===== src/hdl/multi_pattern_string_matcher_defines.svh =====
// Assertion macros for the multi-pattern string matcher.
`ifndef MULTI_PATTERN_STRING_MATCHER_DEFINES_SVH
`define MULTI_PATTERN_STRING_MATCHER_DEFINES_SVH

`ifndef SYNTHESIS
`define MPSM_ASSERT_ALWAYS(label, expr, msg) \
    label: assert property (@(posedge clk) disable iff (!rst_n) (expr)) else $error(msg);
`define MPSM_ASSERT_IMPLY(label, ante, cons, msg) \
    label: assert property (@(posedge clk) disable iff (!rst_n) (ante) |-> (cons)) \
        else $error(msg);
`else
`define MPSM_ASSERT_ALWAYS(label, expr, msg)
`define MPSM_ASSERT_IMPLY(label, ante, cons, msg)
`endif

`endif


===== src/hdl/mpsm_pkg.sv =====
// Shared types and constants of the multi-pattern string matcher.
package mpsm_pkg;

    localparam int NODES_DEF = 1024;
    localparam int ALPHABET_DEF = 256;
    localparam longint unsigned TEXT_MAX_DEF = 64'd65535;

    localparam int SYM_W = 8;
    localparam int OFFSET_W = 16;
    localparam int LENGTH_W = 10;
    localparam int CFG_ADDR_W = 3;
    localparam int CFG_DATA_W = 32;

    localparam int REG_MATCH_AT_END = 0;

    localparam logic MODE_PATTERN = 1'b0;
    localparam logic MODE_TEXT = 1'b1;

    typedef enum logic [1:0] {
        STAT_OK = 2'd0,
        STAT_BAD_SYMBOL = 2'd1,
        STAT_TABLE_FULL = 2'd2
    } status_t;

    // pending work on the walk stack
    typedef enum logic [1:0] {
        FR_GO_STORE = 2'd0,
        FR_LINK_CONT = 2'd1,
        FR_LINK_STORE = 2'd2,
        FR_GO_CONT = 2'd3
    } frame_t;

    typedef enum logic [3:0] {
        ST_CLEAR,
        ST_IDLE,
        ST_LD_CHK,
        ST_LD_END,
        ST_GO_RD,
        ST_GO_CHK,
        ST_LINK_RD,
        ST_LINK_CHK,
        ST_RET,
        ST_POP_CHK,
        ST_SC_RD,
        ST_SC_CHK,
        ST_OUT
    } state_t;

endpackage


===== src/hdl/mpsm_ram.sv =====
// Generic single-write, single-read RAM with registered read data.
module mpsm_ram import mpsm_pkg::*; #(
    parameter int WIDTH = 8,
    parameter int DEPTH = 16
) (
    input  logic                     clk,
    input  logic                     we,
    input  logic [$clog2(DEPTH)-1:0] waddr,
    input  logic [WIDTH-1:0]         wdata,
    input  logic [$clog2(DEPTH)-1:0] raddr,
    output logic [WIDTH-1:0]         rdata
);

    logic [WIDTH-1:0] mem [DEPTH];
    logic [WIDTH-1:0] rdata_reg;

    always_ff @(posedge clk)
    begin
        if (we)
        begin
            mem[waddr] <= wdata;
        end
        rdata_reg <= mem[raddr];
    end

    assign rdata = rdata_reg;

endmodule


===== config.mk =====
export PLATFORM = sky130hd
export DESIGN_NAME = mpsm_ram
export DESIGN_NICKNAME = d
export VERILOG_FILES = /design/src/hdl/multi_pattern_string_matcher_defines.svh /design/src/hdl/mpsm_pkg.sv /design/src/hdl/mpsm_ram.sv
export SDC_FILE = /design/constraint.sdc
export NUM_CORES = 1
export LEC_CHECK = 0
export BUFFER_PORTS_ARGS = -buffer_cell sky130_fd_sc_hd__buf_2
export CORE_MARGIN = 4
export CORE_UTILIZATION = 25
export DETAILED_ROUTE_END_ITERATION = 7
export GPL_ROUTABILITY_DRIVEN = 0
export SYNTH_ARGS = -nofsm -noshare
export SYNTH_HDL_FRONTEND = slang
export SYNTH_SLANG_ARGS = --single-unit

===== constraint.sdc =====
create_clock -name clk -period 1.5 [get_ports clk]
set_clock_uncertainty 0.1 [all_clocks]
set_input_delay 0 -clock clk [delete_from_list [all_inputs] [get_ports clk]]
set_output_delay 0 -clock clk [all_outputs]
set_load 0.01 [all_outputs]

---- Word-level counts from Yosys, hierarchy flattened ----
Memories as Yosys holds them, arrays and structs flattened. A register that Yosys moved wholly into a read port is not among the register bits.
Index checks and enable logic that the tools add are counted.
W data, S select, Z words.
word-level totals
  bits in registers ....................... 0
  bits in writable memories ............... 128
  bits of input ports ..................... 18
  memories ................................ 1
  word-level logic and storage cells ...... 3
  output and inout port bits .............. 8
memories
  memory  depth  width  read ports  clocked after memory_dff  write ports  line            RTL
  mem     16     8      1           1                         1            mpsm_ram.sv:14  logic [WIDTH-1:0] mem [DEPTH];
operators by class
  mux-type cells .......................... 2
operators by type and width
  kind     number
  $mux W1  2

---- Depth between registers and ports, before layout ----
Gate-level depths: netlist (run 1).
  depth after elaboration ................. 2
  gate-level depth with buffers ........... 5
  mapped depth without buffers ............ 3

---- Worst setup path before layout (run 1) ----
No wires, ideal clock.
  path kind ............................... input -> register
  from .................................... in waddr[2]
  to ...................................... mem mem[0][0] (enable)
  stages .................................. 2
  buffers on the path ..................... 0
  data required time ...................... 1017 ps
  library setup time ...................... 383 ps
  setup slack ............................. -93 ps
  data arrival time ....................... 1110 ps
  path through ............................ or3b_2 > nor3_1
RTL lines
  what             line            RTL
  start, declared  mpsm_ram.sv:8   input logic [$clog2(DEPTH)-1:0] waddr,
  end, declared    mpsm_ram.sv:14
No word-level cell before the write port.

==> results_dict.tcl, run 1 <==
set metrics [dict create \
    status "finished clean" \
    overflow 0 \
    rsz_0062_raised_after_global_routing "false" \
    clock_insertion_delay_worst_skew_ns 0.41 \
    track_usage_pct 9.78 \
    final_min_period_over_clock_period_pct 95.6 \
    yosys_register_bits 136 \
    nNetsFinal 311 \
    postCtsSetupRepairBufs 0 \
    wl_mm 10.2 \
    clock-sinks 136 \
    grt_pass1_wl_mm 16.0 \
    grtUsageMet3_pct 3.78 \
    drc_errors 0 \
    worst-path-max-fanout 1 \
    setup.worst_path.start "mem[9][4]$_DFFE_PP_" \
    overall_die_area_um2 22900 \
    synth.distinct_cells 19 \
    synthesis.area_um2 5150 \
    grt_pass1_vias 2625 \
    antenna-diode-count 0 \
    busiest_layer "met2" \
    drt-vias-per-instance 4.26 \
    floorplan.die.width_um 151 \
    multiInputGateArea_um2 1070 \
    p_total_mw 8.88 \
    total_i_o_pin_count 26 \
    detail_route.wl_per_cell_um 17.8 \
    grt_use_met2_pct 14.7 \
    end_kind "register" \
    max-cap-violations 0 \
    syn_avg_cell_area_um2 22.5 \
    final_layout_size_suffix_gt1_share_pct 31.1 \
    placed_area_um2 5720 \
    synth.net_count 247 \
    irDropWorstVdd_v 0.00133 \
    number_of_flops_mapped_to_enable_cells_by_yosys 128 \
    finalSetupViolCount 0 \
    area.growth.synth_to_final_pct 24.4 \
    netlist.top_cell.by_area "sky130_fd_sc_hd__edfxtp_1" \
    floorplan.initialDensity_pct 25.4 \
    post-synth-top-count-cell "sky130_fd_sc_hd__edfxtp_1" \
    buffer_ports.inserted 25 \
    synth.yosys.warnings 0 \
    postLayoutCellArea_um2 6400 \
    number_of_flip_flops_in_the_largest_register 128 \
    max_freq_mhz 697 \
    core_area_um2 20200 \
    synth_top_area_share_pct 74.7 \
    worst_r2r_path_depth 3 \
    synth.top_cells.by_area "sky130_fd_sc_hd__edfxtp_1 75%, sky130_fd_sc_hd__mux4_2 7.9%, sky130_fd_sc_hd__mux4_1 7.1%" \
    worst_slew_slack_as_a_fraction_of_its_limit_pct 47.9 \
    hpwl_after_detailed_placement_mm 6.73 \
    cts.reportedPaths.clkPinSlew_ns 0.06 \
    drt-pass1-iter-count 4 \
    power_density_nw_per_um2 1390 \
    holdCritStartpoint "waddr[0]" \
    power.static_leakage_nw 2.14 \
    whs_path_depth 3 \
    slew_viol_final 0 \
    transition_time_at_the_pin_with_the_least_slew_margin_ns 0.780 \
    totalNegativeSetupSlack_ns 0 \
    synthArstFlopShare_pct 0 \
    worstPathArrival_ns 1.63 \
    cts.htree.levels 4 \
    critical_path.reg2reg.startpoint "mem[9][4]$_DFFE_PP_" \
    die_height_um 151 \
    cts.root.buffer_cell "sky130_fd_sc_hd__clkbuf_16" \
    start_kind "register" \
    finalWorstPathRequiredPeriod_ns 1.43 \
    antenna_violating_nets_post_route 0 \
    final-seq-area_um2 4000 \
    tritoncts "yes" \
    grt_antenna_before_repair 1 \
    yosysSeqAreaShare_pct 77.8 \
    grt_start_max_net_pins 21 \
    synthesis.instances 229 \
    hold_violations 0 \
    std_cell_rows 52 \
    required_ns 1.69 \
    clockBufferDepth 2 \
    post_synth_most_frequent_cells "128 x sky130_fd_sc_hd__edfxtp_1, 18 x sky130_fd_sc_hd__mux4_2, 16 x sky130_fd_sc_hd__a22oi_1" \
    drt_first_iter_violations 168 \
    grt_util_met1_pct 13.0 \
    synth_ff_type "sky130_fd_sc_hd__edfxtp_1" \
    path_class "reg -> reg" \
    worstHoldPathType "in -> reg" \
    fillers 1899 \
    numCtsBuffers 17 \
    via_count 2449 \
]
==> stage by stage <==
step	utilization [%]	hold slack (ns)	setup WS [ns]	instances
finish	31.6	0.0400	0.0654	575
global route	31.6	0.0466	0.00860	575
CTS	31.6	0.0219	0.0478	575
detailed placement	28.3	0.294	-0.0926	536
global placement	28.3	0.283	-0.0748	536
floorplan	-	-0.00113	0.134	229
==> placed cells by master, fill, tap and decap left out <==
cell type                       count
sky130_fd_sc_hd__a22oi_1           14
sky130_fd_sc_hd__a22oi_2            2
sky130_fd_sc_hd__and2_1             1
sky130_fd_sc_hd__and2b_1            1
sky130_fd_sc_hd__buf_12             2
sky130_fd_sc_hd__buf_2             25
sky130_fd_sc_hd__buf_4             20
sky130_fd_sc_hd__bufinv_16          4
sky130_fd_sc_hd__clkbuf_1           3
sky130_fd_sc_hd__clkbuf_16         17
sky130_fd_sc_hd__clkinv_1           2
sky130_fd_sc_hd__clkinv_2           4
sky130_fd_sc_hd__clkinvlp_4         1
sky130_fd_sc_hd__dfxtp_1            8
sky130_fd_sc_hd__dlygate4sd3_1      8
sky130_fd_sc_hd__edfxtp_1         128
sky130_fd_sc_hd__mux4_1            14
sky130_fd_sc_hd__mux4_2            18
sky130_fd_sc_hd__nand2_1            9
sky130_fd_sc_hd__nand2b_1           2
sky130_fd_sc_hd__nand3_1            1
sky130_fd_sc_hd__nand3b_1           2
sky130_fd_sc_hd__nor2_1            13
sky130_fd_sc_hd__nor2b_1            1
sky130_fd_sc_hd__nor3_1             3
sky130_fd_sc_hd__nor3_2             1
sky130_fd_sc_hd__or3b_2             1
==> critical path, stage by stage (launching register included) <==
cell and delay (ns):
sky130_fd_sc_hd__edfxtp_1 0.35, sky130_fd_sc_hd__mux4_1 0.51, sky130_fd_sc_hd__a22oi_1 0.28, sky130_fd_sc_hd__nand2_1 0.08
==> logic make-up (layout without fill, tap and decap cells) <==
kind of cell / Yosys count / in the layout / synth area share [%]
DFF: 136 / 136 / 77.8
and+or+nand+nor: 35 / 35 / 3.18
muxes: 32 / 32 / 15.0
AOI/OAI and AO/OA: 16 / 16 / 2.33
buffers and inverters: 10 / 86 / 1.68
==> report_power, final <==
group          internal (mW)  total, mW  switching [mW]
clock                   2.74       4.17            1.42
sequential              4.25       4.28          0.0334
combinational          0.191      0.426           0.235
==> path summary, 6_finish.rpt <==
check                                           end  slack, ns
worst min register to register     rdata[6]$_DFF_P_       0.57
worst max-delay path               rdata[4]$_DFF_P_       0.07
worst min-delay path            mem[0][6]$_DFFE_PP_       0.04
worst max register to register     rdata[4]$_DFF_P_       0.07
==> final cells by class <==
type	count	area share [%]
flip-flops and latches	136	62.5
clock inverters	11	2.42
multi-input cells	83	16.8
clock buffers	20	6.82
repair buffers	55	6.18
well taps	270	5.28
==> layer usage <==
layer | vias to the layer above | wire length [um]
li1 | 1099 | -
met1 | 1257 | 4630
met2 | 77 | 4760
met3 | 14 | 702
met4 | 2 | 118
met5 | - | 7
==> timing repair <==
action / 4_1_cts / 5_1_grt
setup endpoints to repair: 1 / 2
pin swaps: 0 / 1
hold endpoints to repair: 128 / 0
resized for setup: 1 / 1
hold buffers: 8 / 0
Power figures use the tool's default switching activity.
==> run 2: changes to the inputs <==
CORE_MARGIN = 2   (was 4)
SKIP_CTS_REPAIR_TIMING = 1   (was not set)
clock period = 1.64 ns   (was 1.5 ns; I/O delays follow)
==> results_dict.tcl, run 2 (synthesis results as in run 1) <==
set metrics [dict create \
    status "finished clean" \
    required_ns 1.83 \
    grt_antenna_before_repair 1 \
    worst_slew_slack_as_a_fraction_of_its_limit_pct 71.3 \
    start_kind "register" \
    largest_delay_contributor_family_on_the_critical_path "multiplexers" \
    floorplan.initialDensity_pct 25.4 \
    worstPathArrival_ns 1.65 \
    detail_route.wl_per_cell_um 17.9 \
    std_cell_rows 52 \
    via_count 2482 \
    hold_violations 0 \
    max-cap-violations 0 \
    clock-sinks 136 \
    finalSetupViolCount 0 \
    worst-path-buf-inv 0 \
    total_i_o_pin_count 26 \
    numCtsBuffers 17 \
    pwr-share-clk_pct 46.1 \
    part_of_the_total_power_dissipated_in_combinational_logic_pct 4.9 \
    finalWorstPathRequiredPeriod_ns 1.45 \
    track_usage_pct 9.96 \
    cts.htree.levels 4 \
    worst_r2r_path_depth 3 \
    drc_errors 0 \
    power_density_nw_per_um2 1250 \
    core_area_um2 20200 \
    worst-path-max-fanout 1 \
    end_kind "register" \
    irDropWorstVdd_v 0.000740 \
    drt-pass1-iter-count 4 \
    hpwl_after_detailed_placement_mm 6.79 \
    p_int_mw 6.31 \
    drt_first_iter_violations 281 \
    drt-vias-per-instance 4.31 \
    cpMaxStageDelayCell "sky130_fd_sc_hd__mux4_1" \
    number_of_flip_flops_in_the_largest_register 128 \
    clock_insertion_delay_worst_skew_ns 0.42 \
    rsz_0062_raised_after_global_routing "false" \
    path_class "reg -> reg" \
    power.share.switching_pct 21.0 \
    overall_die_area_um2 21800 \
    regToRegSetupSlack_ns 0.19 \
    cts.root.buffer_cell "sky130_fd_sc_hd__clkbuf_16" \
    grt_pass1_vias 2532 \
    totalNegativeSetupSlack_ns 0 \
    wl_mm 10.3 \
    buffer_ports.inserted 25 \
    slew_viol_final 0 \
    max_freq_mhz 689 \
    power.static_leakage_nw 2.12 \
    grt_start_max_net_pins 28 \
    final_layout_size_suffix_gt1_share_pct 31.4 \
    antenna-diode-count 0 \
    clockBufferDepth 2 \
    grt_pass1_wl_mm 15.5 \
    reg2reg_to "rdata[5]$_DFF_P_" \
    power_frac_seq_pct 49.0 \
    post-route-util_pct 31.6 \
    nNetsFinal 311 \
    die_height_um 147 \
    holdCritStartpoint "waddr[0]" \
    floorplan.die.width_um 147 \
    crit_chain "mux4_1 -> a22oi_1 -> nand2_1" \
    max_stage_delay_ns 0.54 \
    timing.hold.worst_endpoint "mem[0][7]$_DFFE_PP_" \
    overflow 0 \
    area.growth.synth_to_final_pct 24.1 \
    transition_time_at_the_pin_with_the_least_slew_margin_ns 0.430 \
    whs_path_depth 3 \
    layout_common_cells "128 x sky130_fd_sc_hd__edfxtp_1, 25 x sky130_fd_sc_hd__buf_2, 19 x sky130_fd_sc_hd__buf_4, 18 x sky130_fd_sc_hd__mux4_2, 17 x sky130_fd_sc_hd__clkbuf_16" \
    final_min_period_over_clock_period_pct 88.5 \
    net-switching-power_mw 1.68 \
    cts.reportedPaths.clkPinSlew_ns 0.06 \
    critical_path.reg2reg.startpoint "mem[9][5]$_DFFE_PP_" \
    antenna_violating_nets_post_route 0 \
    tritoncts "yes" \
    layout.cells.most_common "sky130_fd_sc_hd__edfxtp_1" \
    worstHoldPathType "in -> reg" \
]
[run 2: area by class of cell]
type,count,area (um2)
clock buffers,19,433
fillers,1925,13800
multi-input cells,83,1060
repair buffers,55,408
flip-flops and latches,136,4000
clock inverters,13,146
well taps,270,338
[run 2: how the worst max path moves through the flow]
stage	startpoint	end	slack [ns]	cells after the start
2_1_floorplan	waddr[2]	mem[0][0]$_DFFE_PP_	0.05	2
3_3_place_gp	raddr[0]	rdata[5]$_DFF_P_	0.11	5
3_5_place_dp	raddr[0]	rdata[3]$_DFF_P_	0.1	6
4_1_cts	mem[9][5]$_DFFE_PP_	rdata[5]$_DFF_P_	0.17	3
5_1_grt	mem[9][5]$_DFFE_PP_	rdata[5]$_DFF_P_	0.15	3
6_report	mem[9][5]$_DFFE_PP_	rdata[5]$_DFF_P_	0.19	3
[run 2: power by group through the flow]
stage | Sequential [mW] | Clock [mW] | Combinational [mW]
after floorplan | 3.99 | 0 | 0.197
after global placement | 3.99 | 0 | 0.370
after detailed placement | 3.99 | 0 | 0.380
after CTS | 3.92 | 3.74 | 0.381
after global routing | 3.92 | 3.90 | 0.422
final | 3.92 | 3.69 | 0.389
[run 2: tightest hold or removal path: stages]
cell                     delay [ns]
sky130_fd_sc_hd__buf_2         0.14
sky130_fd_sc_hd__nor3_1        0.06
sky130_fd_sc_hd__buf_4         0.17
[run 2: through the flow]
step | cell area [um2] | setup WS [ns] | hold WS, ns | power (mW) | std cells
6_report | 6390 | 0.188 | 0.0429 | 7.99 | 576
5_1_grt | 6390 | 0.154 | 0.0441 | 8.24 | 576
4_1_cts | 6310 | 0.168 | -0.141 | 8.04 | 568
3_5_place_dp | 5730 | 0.0984 | 0.298 | 4.37 | 536
3_3_place_gp | 5730 | 0.115 | 0.275 | 4.36 | 536
2_1_floorplan | 5150 | 0.0471 | -0.00113 | 4.18 | 229
[run 2: routing by layer]
layer  vias up  share of wire [%]  global-route usage, %
li1       1104                  -                      -
met1      1301                 47                   13.8
met2        65                 46                   14.9
met3        12                4.8                   3.21
met4         0                1.4                   3.27
met5         -                  0                      0
==> run 3: changes to the inputs <==
GPL_ROUTABILITY_DRIVEN = not set   (was 0)
PLACE_DENSITY = 0.42   (was not set)
==> results_dict.tcl, run 3 (synthesis results as in run 1) <==
set metrics [dict create \
    power.static_leakage_nw 2.16 \
    end_kind "register" \
    detail_route.wl_per_cell_um 19.1 \
    floorplan.die.width_um 147 \
    antenna-diode-count 0 \
    drt-vias-per-instance 4.17 \
    area.growth.synth_to_final_pct 25.1 \
    core_area_um2 20200 \
    finalSetupViolCount 0 \
    total_i_o_pin_count 26 \
    layout.cells.most_common "sky130_fd_sc_hd__edfxtp_1" \
    grt_pass1_vias 2681 \
    hold_violations 0 \
    layout_common_cells "128 x sky130_fd_sc_hd__edfxtp_1, 25 x sky130_fd_sc_hd__buf_2, 19 x sky130_fd_sc_hd__buf_4, 18 x sky130_fd_sc_hd__mux4_2, 17 x sky130_fd_sc_hd__clkbuf_16" \
    track_usage_pct 10.8 \
    rsz_0062_raised_after_global_routing "false" \
    overflow 0 \
    worstHoldPathType "in -> reg" \
    final_min_period_over_clock_period_pct 89.7 \
    p_total_mw 8.22 \
    overall_die_area_um2 21800 \
    path_class "reg -> reg" \
    finalWorstPathRequiredPeriod_ns 1.47 \
    worstPathArrival_ns 1.65 \
    tritoncts "yes" \
    met1_length_mm 5.02 \
    grt_antenna_before_repair 0 \
    drc_errors 0 \
    start_kind "register" \
    die_height_um 147 \
    max_freq_mhz 680 \
    finalWeightedCongestion 0.697 \
    std_cell_rows 52 \
    final_layout_size_suffix_gt1_share_pct 31.9 \
    grt_pass1_wl_mm 16.4 \
    met2_wire_len_mm 5.45 \
    buffer_ports.inserted 25 \
    drt_first_iter_violations 126 \
    cts.reportedPaths.clkPinSlew_ns 0.06 \
    met3_wirelength_um 345 \
    setup_slack_ns 0.169 \
    via_count 2407 \
    status "finished clean" \
    cts.htree.levels 4 \
    irDropWorstVdd_v 0.000673 \
    fillers 1950 \
    floorplan.initialDensity_pct 25.4 \
    transition_time_at_the_pin_with_the_least_slew_margin_ns 0.899 \
    grt_start_max_net_pins 17 \
    worst-path-max-fanout 1 \
    power_density_nw_per_um2 1280 \
    required_ns 1.82 \
    postLayoutCellArea_um2 6440 \
    totalNegativeSetupSlack_ns 0 \
    drt-pass1-iter-count 4 \
    clockBufferDepth 2 \
    highest-signal-layer "met4" \
    nNetsFinal 312 \
    numCtsBuffers 17 \
    clock_insertion_delay_worst_skew_ns 0.42 \
    worst_slew_slack_as_a_fraction_of_its_limit_pct 40.0 \
    max-cap-violations 0 \
    placed_area_um2 5750 \
    number_of_flip_flops_in_the_largest_register 128 \
    wl_mm 11.0 \
    antenna_violating_nets_post_route 0 \
    slew_viol_final 0 \
    clock-sinks 136 \
    cts.root.buffer_cell "sky130_fd_sc_hd__clkbuf_16" \
    detailedPlace.worstSlack_ns 0.0327 \
    hpwl_after_detailed_placement_mm 7.23 \
]
run 3: changes by cell type in the layout (fill, tap and decap cells not counted), sizes merged:
| cell | change |
|---|---|
| buf | +1 |
| bufinv | +2 |
| clkbuf | -1 |
| clkinv | +6 |
| clkinvlp | -3 |
| inv | -4 |
run 3: final cells by class:
cell class                      count  area [um2]  area share (%)
Timing Repair Buffer               56         428            6.65
Clock buffer                       18         429            6.67
Tap cell                          270         338            5.25
Sequential cell                   136        4000            62.2
Clock inverter                     14         183            2.84
Multi-Input combinational cell     83        1060            16.4
run 3: where the power goes:
part	switching [mW]	leakage [nW]	total [mW]	internal, mW
combinational	0.218	0.642	0.400	0.181
sequential	0.0254	1.22	3.91	3.89
clock	1.38	0.299	3.91	2.53
run 3: worst paths after layout:
check                       start             endpoint  slack, ns  depth (start not counted)
max          mem[10][0]$_DFFE_PP_     rdata[0]$_DFF_P_       0.17                          3
min                      waddr[0]  mem[0][0]$_DFFE_PP_       0.05                          3
max reg2reg  mem[10][0]$_DFFE_PP_     rdata[0]$_DFF_P_       0.17                          3
min reg2reg  mem[15][2]$_DFFE_PP_     rdata[2]$_DFF_P_       0.57                          3
run 3: metrics by stage:
step / hold WS (ns) / instances / util [%]
floorplan: -0.00113 / 229 / -
global placement: 0.298 / 537 / 28.4
detailed placement: 0.301 / 537 / 28.4
CTS: -0.140 / 569 / 31.4
global route: 0.0612 / 577 / 31.8
finish: 0.0482 / 577 / 31.8
run 3: layer usage:
layer | vias to the layer above | global-route usage, %
li1 | 1105 | -
met1 | 1236 | 13.6
met2 | 52 | 17.9
met3 | 14 | 2.62
met4 | 0 | 4.62
met5 | - | 0
run 3: critical path, cell delays in order (launching register included):
cell and delay (ns):
sky130_fd_sc_hd__edfxtp_1 0.36, sky130_fd_sc_hd__mux4_2 0.45, sky130_fd_sc_hd__a22oi_1 0.29, sky130_fd_sc_hd__nand2_1 0.13
